## src/rtl/rmst_pkg.sv

```systemverilog
package rmst_pkg;

  localparam int VAL_W = 32;
  localparam int POS_W = 10;
  localparam int CNT_W = 11;
  localparam int STAT_W = 2;

  localparam logic [CNT_W-1:0] COUNT_RESET = 11'd1024;

  localparam logic [VAL_W-1:0] INT_MIN = 32'h8000_0000;
  localparam logic [VAL_W-1:0] MINUS_ONE = 32'hFFFF_FFFF;
  localparam logic [VAL_W-1:0] WRITE_RESULT = 32'h0000_0000;

  localparam logic OP_WRITE = 1'b0;
  localparam logic OP_QUERY = 1'b1;

  localparam logic [STAT_W-1:0] STAT_WRITE = 2'd0;
  localparam logic [STAT_W-1:0] STAT_QUERY = 2'd1;
  localparam logic [STAT_W-1:0] STAT_INVALID = 2'd2;

  typedef enum logic [2:0] {
    ST_CLEAR,
    ST_IDLE,
    ST_W_DOWN,
    ST_W_READ,
    ST_W_WRITE,
    ST_Q_VISIT,
    ST_Q_DRAIN
  } state_t;

  function automatic logic [VAL_W-1:0] smax(input logic [VAL_W-1:0] a,
                                            input logic [VAL_W-1:0] b);
    return ($signed(a) >= $signed(b)) ? a : b;
  endfunction

endpackage

```

## src/rtl/rmst_ctrl.sv

```systemverilog
module rmst_ctrl #(
  parameter int MAX_ELEMENTS = 1024,
  parameter int NODE_DEPTH = 4096,
  parameter int AW = 12
) (
  input  logic                               clk,
  input  logic                               rst,
  input  logic [rmst_pkg::CNT_W-1:0]         count_eff,
  input  logic                               start,
  input  logic                               opcode,
  input  logic [rmst_pkg::POS_W-1:0]         position,
  input  logic [rmst_pkg::POS_W-1:0]         range_end,
  input  logic [rmst_pkg::VAL_W-1:0]         value,
  output logic                               busy,
  output logic                               done,
  output logic [rmst_pkg::VAL_W-1:0]         max_value,
  output logic [rmst_pkg::STAT_W-1:0]        status,
  output logic                               mem_we,
  output logic [AW-1:0]                      mem_waddr,
  output logic [rmst_pkg::VAL_W-1:0]         mem_wdata,
  output logic                               mem_re,
  output logic [AW-1:0]                      mem_raddr,
  input  logic [rmst_pkg::VAL_W-1:0]         mem_rdata
);

  localparam int SD = $clog2(MAX_ELEMENTS) + 1;
  localparam int SIW = $clog2(SD);
  localparam int SPW = $clog2(SD + 1);
  localparam int PW = rmst_pkg::CNT_W;
  localparam int VW = rmst_pkg::VAL_W;

  rmst_pkg::state_t state, state_next;

  logic [AW-1:0]  clr_addr;
  logic [SPW-1:0] sp;
  logic [SPW-1:0] sp_m1;
  logic           rd_pend;
  logic           done_next;
  logic [VW-1:0]  res_val;
  logic [rmst_pkg::STAT_W-1:0] res_stat;

  logic [PW-1:0] s, e, qs, qe;
  logic [AW-1:0] k;
  logic [VW-1:0] cur, acc;

  logic [PW-1:0] s_stk [SD];
  logic [PW-1:0] e_stk [SD];
  logic [AW-1:0] k_stk [SD];

  logic [PW-1:0] mid, n_m1;
  logic [AW-1:0] lchild, rchild, sibling, parent;
  logic [VW-1:0] up_max, acc_fin;
  logic          pos_ok, end_ok, order_ok, write_ok, query_ok;
  logic          disjoint, contained, settled;
  logic          stk_push, stk_pop;

  assign busy = (state != rmst_pkg::ST_IDLE);

  assign mid = s + ((e - s) >> 1);
  assign n_m1 = PW'(count_eff - rmst_pkg::CNT_W'(1));
  assign lchild = AW'({k, 1'b1});
  assign rchild = AW'({k, 1'b0} + (AW + 1)'(2));
  assign sibling = k[0] ? (k + AW'(1)) : (k - AW'(1));
  assign parent = (k - AW'(1)) >> 1;
  assign up_max = rmst_pkg::smax(cur, mem_rdata);
  assign acc_fin = rd_pend ? rmst_pkg::smax(acc, mem_rdata) : acc;
  assign sp_m1 = sp - SPW'(1);

  assign pos_ok = rmst_pkg::CNT_W'(position) < count_eff;
  assign end_ok = rmst_pkg::CNT_W'(range_end) < count_eff;
  assign order_ok = position <= range_end;
  assign write_ok = (opcode == rmst_pkg::OP_WRITE) && pos_ok;
  assign query_ok = (opcode == rmst_pkg::OP_QUERY) && pos_ok && end_ok && order_ok;

  assign disjoint = (e < qs) || (qe < s);
  assign contained = (qs <= s) && (e <= qe);
  assign settled = disjoint || contained;

  // next state
  always_comb begin
    state_next = state;
    case (state)
      rmst_pkg::ST_CLEAR: begin
        if (clr_addr == AW'(NODE_DEPTH - 1)) state_next = rmst_pkg::ST_IDLE;
      end
      rmst_pkg::ST_IDLE: begin
        if (start && write_ok) state_next = rmst_pkg::ST_W_DOWN;
        else if (start && query_ok) state_next = rmst_pkg::ST_Q_VISIT;
      end
      rmst_pkg::ST_W_DOWN: begin
        if (s == e) state_next = rmst_pkg::ST_W_READ;
      end
      rmst_pkg::ST_W_READ: begin
        if (k == '0) state_next = rmst_pkg::ST_IDLE;
        else state_next = rmst_pkg::ST_W_WRITE;
      end
      rmst_pkg::ST_W_WRITE: begin
        state_next = rmst_pkg::ST_W_READ;
      end
      rmst_pkg::ST_Q_VISIT: begin
        if (settled && (sp == '0)) state_next = rmst_pkg::ST_Q_DRAIN;
      end
      rmst_pkg::ST_Q_DRAIN: begin
        state_next = rmst_pkg::ST_IDLE;
      end
      default: begin
        state_next = rmst_pkg::ST_IDLE;
      end
    endcase
  end

  // memory and stack controls
  always_comb begin
    mem_we = 1'b0;
    mem_waddr = k;
    mem_wdata = cur;
    mem_re = 1'b0;
    mem_raddr = k;
    stk_push = 1'b0;
    stk_pop = 1'b0;
    case (state)
      rmst_pkg::ST_CLEAR: begin
        mem_we = 1'b1;
        mem_waddr = clr_addr;
        mem_wdata = rmst_pkg::INT_MIN;
      end
      rmst_pkg::ST_W_DOWN: begin
        mem_we = (s == e);
      end
      rmst_pkg::ST_W_READ: begin
        mem_re = (k != '0);
        mem_raddr = sibling;
      end
      rmst_pkg::ST_W_WRITE: begin
        mem_we = 1'b1;
        mem_waddr = parent;
        mem_wdata = up_max;
      end
      rmst_pkg::ST_Q_VISIT: begin
        mem_re = contained;
        stk_push = !settled;
        stk_pop = settled && (sp != '0);
      end
      default: begin
      end
    endcase
  end

  // result
  always_comb begin
    done_next = 1'b0;
    res_val = rmst_pkg::MINUS_ONE;
    res_stat = rmst_pkg::STAT_INVALID;
    case (state)
      rmst_pkg::ST_IDLE: begin
        done_next = start && !write_ok && !query_ok;
      end
      rmst_pkg::ST_W_READ: begin
        done_next = (k == '0);
        res_val = rmst_pkg::WRITE_RESULT;
        res_stat = rmst_pkg::STAT_WRITE;
      end
      rmst_pkg::ST_Q_DRAIN: begin
        done_next = 1'b1;
        res_val = acc_fin;
        res_stat = rmst_pkg::STAT_QUERY;
      end
      default: begin
      end
    endcase
  end

  always_ff @(posedge clk) begin
    if (rst) begin
      state <= rmst_pkg::ST_CLEAR;
      clr_addr <= '0;
      sp <= '0;
      rd_pend <= 1'b0;
      done <= 1'b0;
    end else begin
      state <= state_next;
      done <= done_next;
      rd_pend <= (state == rmst_pkg::ST_Q_VISIT) && mem_re;
      if (state == rmst_pkg::ST_CLEAR) begin
        clr_addr <= clr_addr + AW'(1);
      end
      if (state == rmst_pkg::ST_IDLE) begin
        sp <= '0;
      end else if (stk_push) begin
        sp <= sp + SPW'(1);
      end else if (stk_pop) begin
        sp <= sp_m1;
      end
    end
  end

  always_ff @(posedge clk) begin
    if (done_next) begin
      max_value <= res_val;
      status <= res_stat;
    end
    if (stk_push) begin
      s_stk[sp[SIW-1:0]] <= mid + PW'(1);
      e_stk[sp[SIW-1:0]] <= e;
      k_stk[sp[SIW-1:0]] <= rchild;
    end
    case (state)
      rmst_pkg::ST_IDLE: begin
        if (start) begin
          s <= '0;
          e <= n_m1;
          k <= '0;
          qs <= PW'(position);
          qe <= PW'(range_end);
          cur <= value;
          acc <= rmst_pkg::INT_MIN;
        end
      end
      rmst_pkg::ST_W_DOWN: begin
        if (s != e) begin
          if (qs <= mid) begin
            e <= mid;
            k <= lchild;
          end else begin
            s <= mid + PW'(1);
            k <= rchild;
          end
        end
      end
      rmst_pkg::ST_W_WRITE: begin
        cur <= up_max;
        k <= parent;
      end
      rmst_pkg::ST_Q_VISIT: begin
        acc <= acc_fin;
        if (!settled) begin
          e <= mid;
          k <= lchild;
        end else if (stk_pop) begin
          s <= s_stk[sp_m1[SIW-1:0]];
          e <= e_stk[sp_m1[SIW-1:0]];
          k <= k_stk[sp_m1[SIW-1:0]];
        end
      end
      rmst_pkg::ST_Q_DRAIN: begin
        acc <= acc_fin;
      end
      default: begin
      end
    endcase
  end

  a_clear_after_reset: assert property (@(posedge clk) rst |=> busy)
    else $error("not busy after reset");

  a_transfer_answered: assert property (@(posedge clk) disable iff (rst)
    (start && !busy) |=> (busy || done))
    else $error("accepted transfer neither started nor answered");

  a_stack_bound: assert property (@(posedge clk) disable iff (rst)
    stk_push |-> (sp < SPW'(SD)))
    else $error("stack overflow");

  a_invalid_value: assert property (@(posedge clk) disable iff (rst)
    (done && (status == rmst_pkg::STAT_INVALID)) |-> (max_value == rmst_pkg::MINUS_ONE))
    else $error("invalid result without minus one");

  a_write_states: assert property (@(posedge clk) disable iff (rst)
    mem_we |-> ((state == rmst_pkg::ST_CLEAR) || (state == rmst_pkg::ST_W_DOWN) ||
                (state == rmst_pkg::ST_W_WRITE)))
    else $error("tree written outside a write");

endmodule

```

## config.mk

```make
export PLATFORM = sky130hd
export DESIGN_NAME = rmst_ctrl
export DESIGN_NICKNAME = d
export VERILOG_FILES = /design/src/rtl/rmst_pkg.sv /design/src/rtl/rmst_ctrl.sv
export SDC_FILE = /design/constraint.sdc
export NUM_CORES = 1
export LEC_CHECK = 0
export ABC_CLOCK_PERIOD_IN_PS = 7700
export CORE_MARGIN = 8
export CORE_UTILIZATION = 45
export CTS_BUF_LIST = sky130_fd_sc_hd__clkbuf_2
export DETAILED_ROUTE_END_ITERATION = 8
export DONT_BUFFER_PORTS = 1
export HOLD_SLACK_MARGIN = 0.05
export PLACE_DENSITY = 0.67
export RECOVER_POWER = 25
export SLEW_MARGIN = 30
export SYNTH_ARGS = -nofsm -noshare
export SYNTH_HDL_FRONTEND = slang
export SYNTH_SLANG_ARGS = --single-unit
```

## constraint.sdc

```tcl
create_clock -name clk -period 7.7 [get_ports clk]
set_input_delay 1.54 -clock clk [delete_from_list [all_inputs] [get_ports clk]]
set_output_delay 1.54 -clock clk [all_outputs]
set_load 0.005 [all_outputs]
```

==> out/summary.log, run 1 <==
INFO  synthesis      netlist_area=27400µm²
INFO  routing        drc=0
INFO  die            rows=90
INFO  routing        routed_wire_length_per_instance=23.4µm
INFO  synthesis      ys_ff_latch=536
INFO  synthesis      netlist_instances=2108
INFO  sta            fin_tns_setup=0ps
INFO  routing        drt-pass1-iter-count=5
INFO  clock_network  cts_htree_levels=4
INFO  pwr            power.ir.vdd_worst=0.139mV
INFO  clock_network  root_buffer=clkbuf_2
INFO  synthesis      synth_async_sr_flop_share=0
INFO  routing        detail_route.vias_per_cell=5.95
INFO  synthesis      dominantRegCellSynth=edfxtp_1
INFO  sta            setup_violations=0
INFO  setup_path     endpoint_kind=register
INFO  setup_path     cp-start-kind=register
INFO  sta            slew-limit-headroom=-0.355
INFO  synthesis      synth_seq_area_share=0.580
INFO  clock_network  clk_transition_reported_paths=120ps
INFO  die            placeableCoreArea=60200µm²
INFO  sta            layout_worst_path_cycle_share=0.859
INFO  sta            grt_setup_unrepaired=no
INFO  die            top_level_ports=193
INFO  clock_network  resized_gates_after_cts=0
INFO  worst_hold_path min_path_type=in2reg
INFO  status         violated_checks=capacitance limit, slew limit
INFO  sta            skew=79.5ps
INFO  cells_and_area proportion_of_layout_cells_with_a_drive_suffix_above_1=0.153
INFO  setup_path     arrival=7390ps
INFO  clock_network  postCtsHoldBufs=0
INFO  status         status=complete, but fails checks
INFO  routing        ant_nets=0
INFO  die            die_w=263µm
INFO  placement      gp_congestion=0.932
INFO  global_route   grt_util_all_layers=0.201
INFO  global_route   pin_count_of_the_biggest_net_entering_global_routing=77
INFO  pwr            power.leakage=10.5nW
INFO  synthesis      avgSynthCellArea=13.0µm²
INFO  sta            timing.fmax=0.151GHz
INFO  synthesis      yosysUniqueCellTypes=74
INFO  setup_path     timing.critical_path.fanout_max=13
INFO  setup_path     cp_data_required_time=8470ps
INFO  job            drv.max_cap_violation_count=3
INFO  sta            actual_slew_at_the_worst_max_slew_pin=2030ps
INFO  global_route   grt_first_pass_wirelength=109mm
INFO  clock_network  cts_buffer_depth=3
INFO  synthesis      synth-edff-count=515
INFO  synthesis      syn_nets=2381
INFO  placement      port-buffer-count=0
INFO  clock_network  total_setup_buffers_inserted_after_cts=0
INFO  cells_and_area final-seq-area=15900µm²
INFO  die            chipHeight=263µm
INFO  sta            report.final.slew_viol_count=103
INFO  clock_network  worstSkewPairLatency=1130ps
INFO  sta            hold_viol_final=0
INFO  setup_path     setup.worst_path.class=reg2reg
INFO  die            floorplan.initialDensity=0.454
INFO  global_route   antenna_found_initial=5
INFO  die            die_area=69000µm²
INFO  clock_network  clock-sinks=536
INFO  global_route   via_count_of_the_first_global_routing_pass=18.2k
INFO  cells_and_area fillers=5252
INFO  cells_and_area area_taken_by_multi_input_logic_gates=10800µm²
INFO  routing        vias=18.2k
INFO  clock_network  cts_buffers=134
INFO  cells_and_area layout.cells.most_common_list=edfxtp_1, clkbuf_2, ha_1
INFO  global_route   globalRoute.totalOverflow=0
INFO  cells_and_area layout-area-overhead-vs-synth=7.70%
INFO  sta            layout_min_cycle_time=6620ps
INFO  cells_and_area mostFrequentLayoutCell=edfxtp_1
INFO  routing        initialDrtViolationCount=1862
INFO  placement      detailed_place_hpwl=46.2mm
INFO  cells_and_area fin_nets=2445
INFO  pwr            power_density=173nW/µm²
INFO  synthesis      yosys_warnings=0
INFO  clock_network  tritoncts=done
INFO  routing        routed_wirelength=71.4mm
INFO  sta            fin_hold_ws=519ps
## through the flow
stage          power [W]  instance area (µm²)   util  setup slack [ps]  std cells
2_1_floorplan    0.00330                27400      -              1660       2108
3_3_place_gp     0.00333                28300  0.469              1420       2817
3_5_place_dp     0.00333                28300  0.470              1220       2817
4_1_cts          0.00516                29400  0.489              1150       3051
5_1_grt          0.00533                29500  0.489               746       3056
6_report         0.00511                29500  0.489              1080       3057
## cell usage after synthesis, drive strengths merged, types with 6 or more instances
| cell | instances | share of area |
|---|---|---|
| ha | 172 | 0.079 |
| nand2 | 141 | 0.019 |
| clkbuf | 75 | 0.010 |
| o221ai | 13 | 0.0042 |
| o211ai | 7 | 0.0021 |
| a21o | 24 | 0.0066 |
| mux2 | 6 | 0.0025 |
| nand2b | 7 | 0.0016 |
| dfxtp | 21 | 0.015 |
| buf | 29 | 0.0049 |
| a2111oi | 6 | 0.0021 |
| nor4 | 13 | 0.0032 |
| nor2b | 14 | 0.0032 |
| and2 | 13 | 0.0030 |
| xor2 | 28 | 0.0090 |
| mux4 | 67 | 0.055 |
| a221o | 14 | 0.0051 |
| o21ai | 65 | 0.012 |
| mux2i | 107 | 0.039 |
| nor2 | 153 | 0.021 |
| a21oi | 158 | 0.029 |
| inv | 111 | 0.015 |
| xnor2 | 54 | 0.017 |
| nand4 | 29 | 0.0066 |
| a22o | 37 | 0.012 |
| nor3 | 22 | 0.0040 |
| and3 | 14 | 0.0032 |
| nand3 | 69 | 0.013 |
| a22oi | 36 | 0.0099 |
| edfxtp | 515 | 0.57 |
| o22ai | 8 | 0.0018 |
| or3 | 6 | 0.0014 |
| nor3b | 7 | 0.0019 |
## state kept, by name, indices dropped and copies added, names as in the netlist, 3 cells and up
name       flops
s_stk        121
e             11
clr_addr      12
s             11
qs            10
qe            10
cur           32
k_stk        121
acc           32
max_value     32
e_stk        121
sp             4
state          3
k             12
## path summary, 6_finish.rpt
check,start,endpoint,slack (ps),cells past startpoint
hold / removal,rst,done,520,1
setup / recovery,e[0],s[7],1080,23
setup reg to reg,e[0],s[7],1080,23
hold reg to reg,clr_addr[6],clr_addr[6],520,2
## layout make-up
type                    instances  share of cell area
repair buffers                 32             0.00862
flip-flops and latches        536               0.539
clock inverters                44             0.00688
multi-input cells            1356               0.365
inverters                     112              0.0143
well taps                     782              0.0332
diodes                          5            0.000425
clock buffers                 190              0.0323
## worst max-delay path, cell delays in order, from the launching register on
cell and delay (ps):
edfxtp_1 580, inv_1 140, ha_1 200, fa_1 230, inv_1 60, a21o_1 170, a21oi_1 230, o21bai_1 100
a21o_1 200, a31oi_1 290, xnor2_1 200, ha_1 280, a21o_1 200, or4_1 510, and2_1 210, xnor2_1 540
ha_1 370, nand4_1 100, o32ai_1 80, a21oi_1 670, nand2_2 190, a21o_1 320, a211oi_2 180, buf_4 250
## metal layers
metal	vias to the layer above	routed length, µm	share of wire	GRT usage
li1	8290	-	-	-
met5	-	0	0	0
met4	0	1600	0.022	0.0612
met3	125	5060	0.071	0.0486
met2	723	34200	0.48	0.325
met1	9037	30600	0.43	0.266
## cell families after synthesis
group / count (synthesis) / synth area share
compound gates: 415 / 0.0994
fa+ha+maj: 174 / 0.0801
mux: 180 / 0.0967
buf+inv: 216 / 0.0306
simple gates: 505 / 0.0865
xor+xnor: 82 / 0.0262
flops: 536 / 0.580
## report_power, final
part / switching, W / total [W] / internal, W
logic: 0.0000666 / 0.000117 / 0.0000501
clock network: 0.00115 / 0.00185 / 0.000699
registers: 0.00000199 / 0.00315 / 0.00315
Note: power is estimated with default switching activity, not from simulation.
==> inputs of run 2 (changes only) <==
==> constraint.sdc (replaced) <==
create_clock -name clk -period 7.7 [get_ports clk]
set_input_delay 1.54 -clock clk [delete_from_list [all_inputs] [get_ports clk]]
set_output_delay 1.54 -clock clk [all_outputs]
set_load 0.05 [all_outputs]
==> run 2 against run 1 <==
  * The flow still finishes with violations (capacitance limit, slew limit)
  * Core utilization rose by 0.42 points
  * Non-clock buffer count increased by 6
  * Design area is 0.85% higher
  * Power is 3.1% higher
  * Count of clock-buffer cells in the layout down 8
  * Register-to-register slack gained 50 ps
  * Flip-flop and latch count unchanged
  * First-iteration DRC count fell by 9.7%
  * Cell count rose by 0.20%
  * Routed wire length increased by 1.8%
  * Critical path type unchanged
==> out/summary.log, run 2 (synthesis gave the netlist of run 1 again) <==
INFO  status         status=complete, but fails checks
INFO  status         violated_checks=capacitance limit, slew limit
INFO  routing        highest_routed_metal_layer=met4
INFO  setup_path     timing.critical_path.fanout_max=13 [unchanged]
INFO  sta            grt_setup_unrepaired=no
INFO  sta            slew-limit-headroom=-0.414 [-0.0592]
INFO  die            placeableCoreArea=60200µm² [unchanged]
INFO  worst_hold_path min_path_type=reg2reg
INFO  sta            report.final.slew_viol_count=103 [unchanged]
INFO  clock_network  root_buffer=clkbuf_2
INFO  placement      gp_congestion=0.927 [-0.54%]
INFO  sta            hold_viol_final=0 [unchanged]
INFO  sta            layout_min_cycle_time=6570ps [-48.4 ps]
INFO  routing        ant_nets=0 [unchanged]
INFO  sta            fin_tns_setup=0ps [unchanged]
INFO  routing        routedLengthMet1=30.8mm [+0.72%]
INFO  cells_and_area fillers=5185 [-1.3%]
INFO  routing        initialDrtViolationCount=1681 [-9.7%]
INFO  routing        drt-pass1-iter-count=7 [+2]
INFO  routing        route.met2.wl=34.8mm [+1.7%]
INFO  routing        vias=18.5k [+1.6%]
INFO  cells_and_area layout.cells.most_common_list=edfxtp_1, clkbuf_2, ha_1
INFO  cells_and_area mostFrequentLayoutCell=edfxtp_1
INFO  pwr            power.leakage=10.7nW [+1.2%]
INFO  die            floorplan.initialDensity=0.454 [unchanged]
INFO  cells_and_area proportion_of_layout_cells_with_a_drive_suffix_above_1=0.162 [+0.00875]
INFO  placement      detailed_place_hpwl=47.5mm [+2.7%]
INFO  global_route   pin_count_of_the_biggest_net_entering_global_routing=67 [-13%]
INFO  setup_path     arrival=7340ps [-50 ps]
INFO  routing        drc=0 [unchanged]
INFO  cells_and_area fin_nets=2452 [+0.29%]
INFO  cells_and_area final-seq-area=15900µm² [unchanged]
INFO  setup_path     worstPathCellList=inv_1 -> ha_1 -> fa_1 -> inv_1 -> a21o_1 -> a21oi_1 -> o21bai_1 -> a21o_1 -> a31oi_1 -> xnor2_1 -> ha_1 -> a21o_1 -> or4_1 -> and2_1 -> xnor2_1 -> ha_1 -> nand4_1 -> o32ai_1 -> a21oi_1 -> nand2_2 -> a21o_1 -> a211oi_2 -> buf_4
INFO  routing        routed_wirelength=72.7mm [+1.8%]
INFO  job            drv.max_cap_violation_count=3 [unchanged]
INFO  placement      placedCellCount=2824 [+0.25%]
INFO  clock_network  cts_htree_levels=4 [unchanged]
INFO  clock_network  postCtsHoldBufs=0 [unchanged]
INFO  setup_path     critical-path-max-stage-delay=640ps [-30 ps]
INFO  cells_and_area non_filler_cells_in_the_finished_layout=3063 [+0.20%]
INFO  routing        detail_route.vias_per_cell=6.03 [+1.4%]
INFO  die            die_w=263µm [unchanged]
INFO  sta            layout_worst_path_cycle_share=0.853 [-0.00629]
INFO  cells_and_area area_taken_by_multi_input_logic_gates=10800µm² [+0.70%]
INFO  pwr            power.ir.vdd_worst=0.122mV [-12%]
INFO  die            rows=90 [unchanged]
INFO  setup_path     setup.worst_path.class=reg2reg
INFO  pwr            power_density=177nW/µm² [+2.3%]
INFO  setup_path     crit_path_top_delay_cell=a21oi_1
INFO  clock_network  resized_gates_after_cts=0 [unchanged]
INFO  die            top_level_ports=193 [unchanged]
INFO  routing        met3_length=5.35mm [+5.7%]
INFO  clock_network  tritoncts=done
INFO  global_route   antenna_found_initial=3 [-2]
INFO  clock_network  clk_transition_reported_paths=100ps [-20 ps]
INFO  cells_and_area layout-area-overhead-vs-synth=8.62%
INFO  setup_path     cp-start-kind=register
INFO  sta            timing.fmax=0.152GHz [+0.74%]
INFO  sta            setup_violations=0 [unchanged]
INFO  clock_network  worstSkewPairLatency=1150ps [+20 ps]
INFO  global_route   grt_util_all_layers=0.205 [+0.00380]
INFO  routing        routed_wire_length_per_instance=23.7µm [+1.6%]
INFO  global_route   via_count_of_the_first_global_routing_pass=18.5k [+1.6%]
INFO  global_route   grt_first_pass_wirelength=111mm [+1.7%]
INFO  die            chipHeight=263µm [unchanged]
INFO  setup_path     critical_path.most_common_cell=a21o_1
INFO  clock_network  clock-sinks=536 [unchanged]
INFO  clock_network  total_setup_buffers_inserted_after_cts=0 [unchanged]
INFO  setup_path     cp_data_required_time=8470ps [about the same]
INFO  global_route   globalRoute.totalOverflow=0 [unchanged]
INFO  placement      port-buffer-count=0 [unchanged]
INFO  die            die_area=69000µm² [unchanged]
INFO  clock_network  cts_buffer_depth=3 [unchanged]
INFO  setup_path     endpoint_kind=register
INFO  sta            actual_slew_at_the_worst_max_slew_pin=2120ps [+88.8 ps]
INFO  sta            skew=128ps [+49.0 ps]
INFO  clock_network  cts_buffers=135 [+0.75%]
run 2: critical path: cells and delay by family, from the launching register on:
family                     cells  cell delay (ps)
and+or+nand+nor                4             1000
buffers and inverters          3              450
AOI/OAI and AO/OA             10             2390
adders and majority gates      4             1080
xor gates and xnor gates       2              760
DFF                            1              570
run 2: where the power goes:
group | leakage [nW] | switching, W | internal (W)
combinational | 5.05 | 0.0000734 | 0.0000503
sequential | 4.67 | 0.00000210 | 0.00315
clock | 0.959 | 0.00115 | 0.000849
run 2: final cells by class:
class	count	area share
sequential	536	0.535
multi-input combinational	1356	0.365
tap	782	0.0329
clock buffer	182	0.0306
inverter	112	0.0141
clock inverter	53	0.0125
timing repair buffer	38	0.0102
antenna	4	0.000337
run 2: stage by stage:
stage	setup WS (ps)	power, W	utilization	instance area (µm²)	hold slack (ps)
4_1_cts	1110	0.00532	0.493	29700	363
3_5_place_dp	1210	0.00334	0.472	28400	497
6_report	1130	0.00527	0.493	29700	509
3_3_place_gp	1460	0.00333	0.470	28300	473
5_1_grt	807	0.00548	0.493	29700	337
2_1_floorplan	1660	0.00331	-	27400	466
run 2: worst paths after layout:
path / to / startpoint / slack (ps) / cells past startpoint
worst max register to register: s[10] / e[0] / 1130 / 23
worst min register to register: clr_addr[6] / clr_addr[6] / 510 / 2
worst min-delay path: clr_addr[6] / clr_addr[6] / 510 / 2
worst max-delay path: s[10] / e[0] / 1130 / 23
run 2: routing by layer:
| metal | up-vias | track usage |
|---|---|---|
| li1 | 8300 | - |
| met1 | 9273 | 0.271 |
| met2 | 759 | 0.338 |
| met3 | 126 | 0.0419 |
| met4 | 0 | 0.0627 |
| met5 | - | 0 |
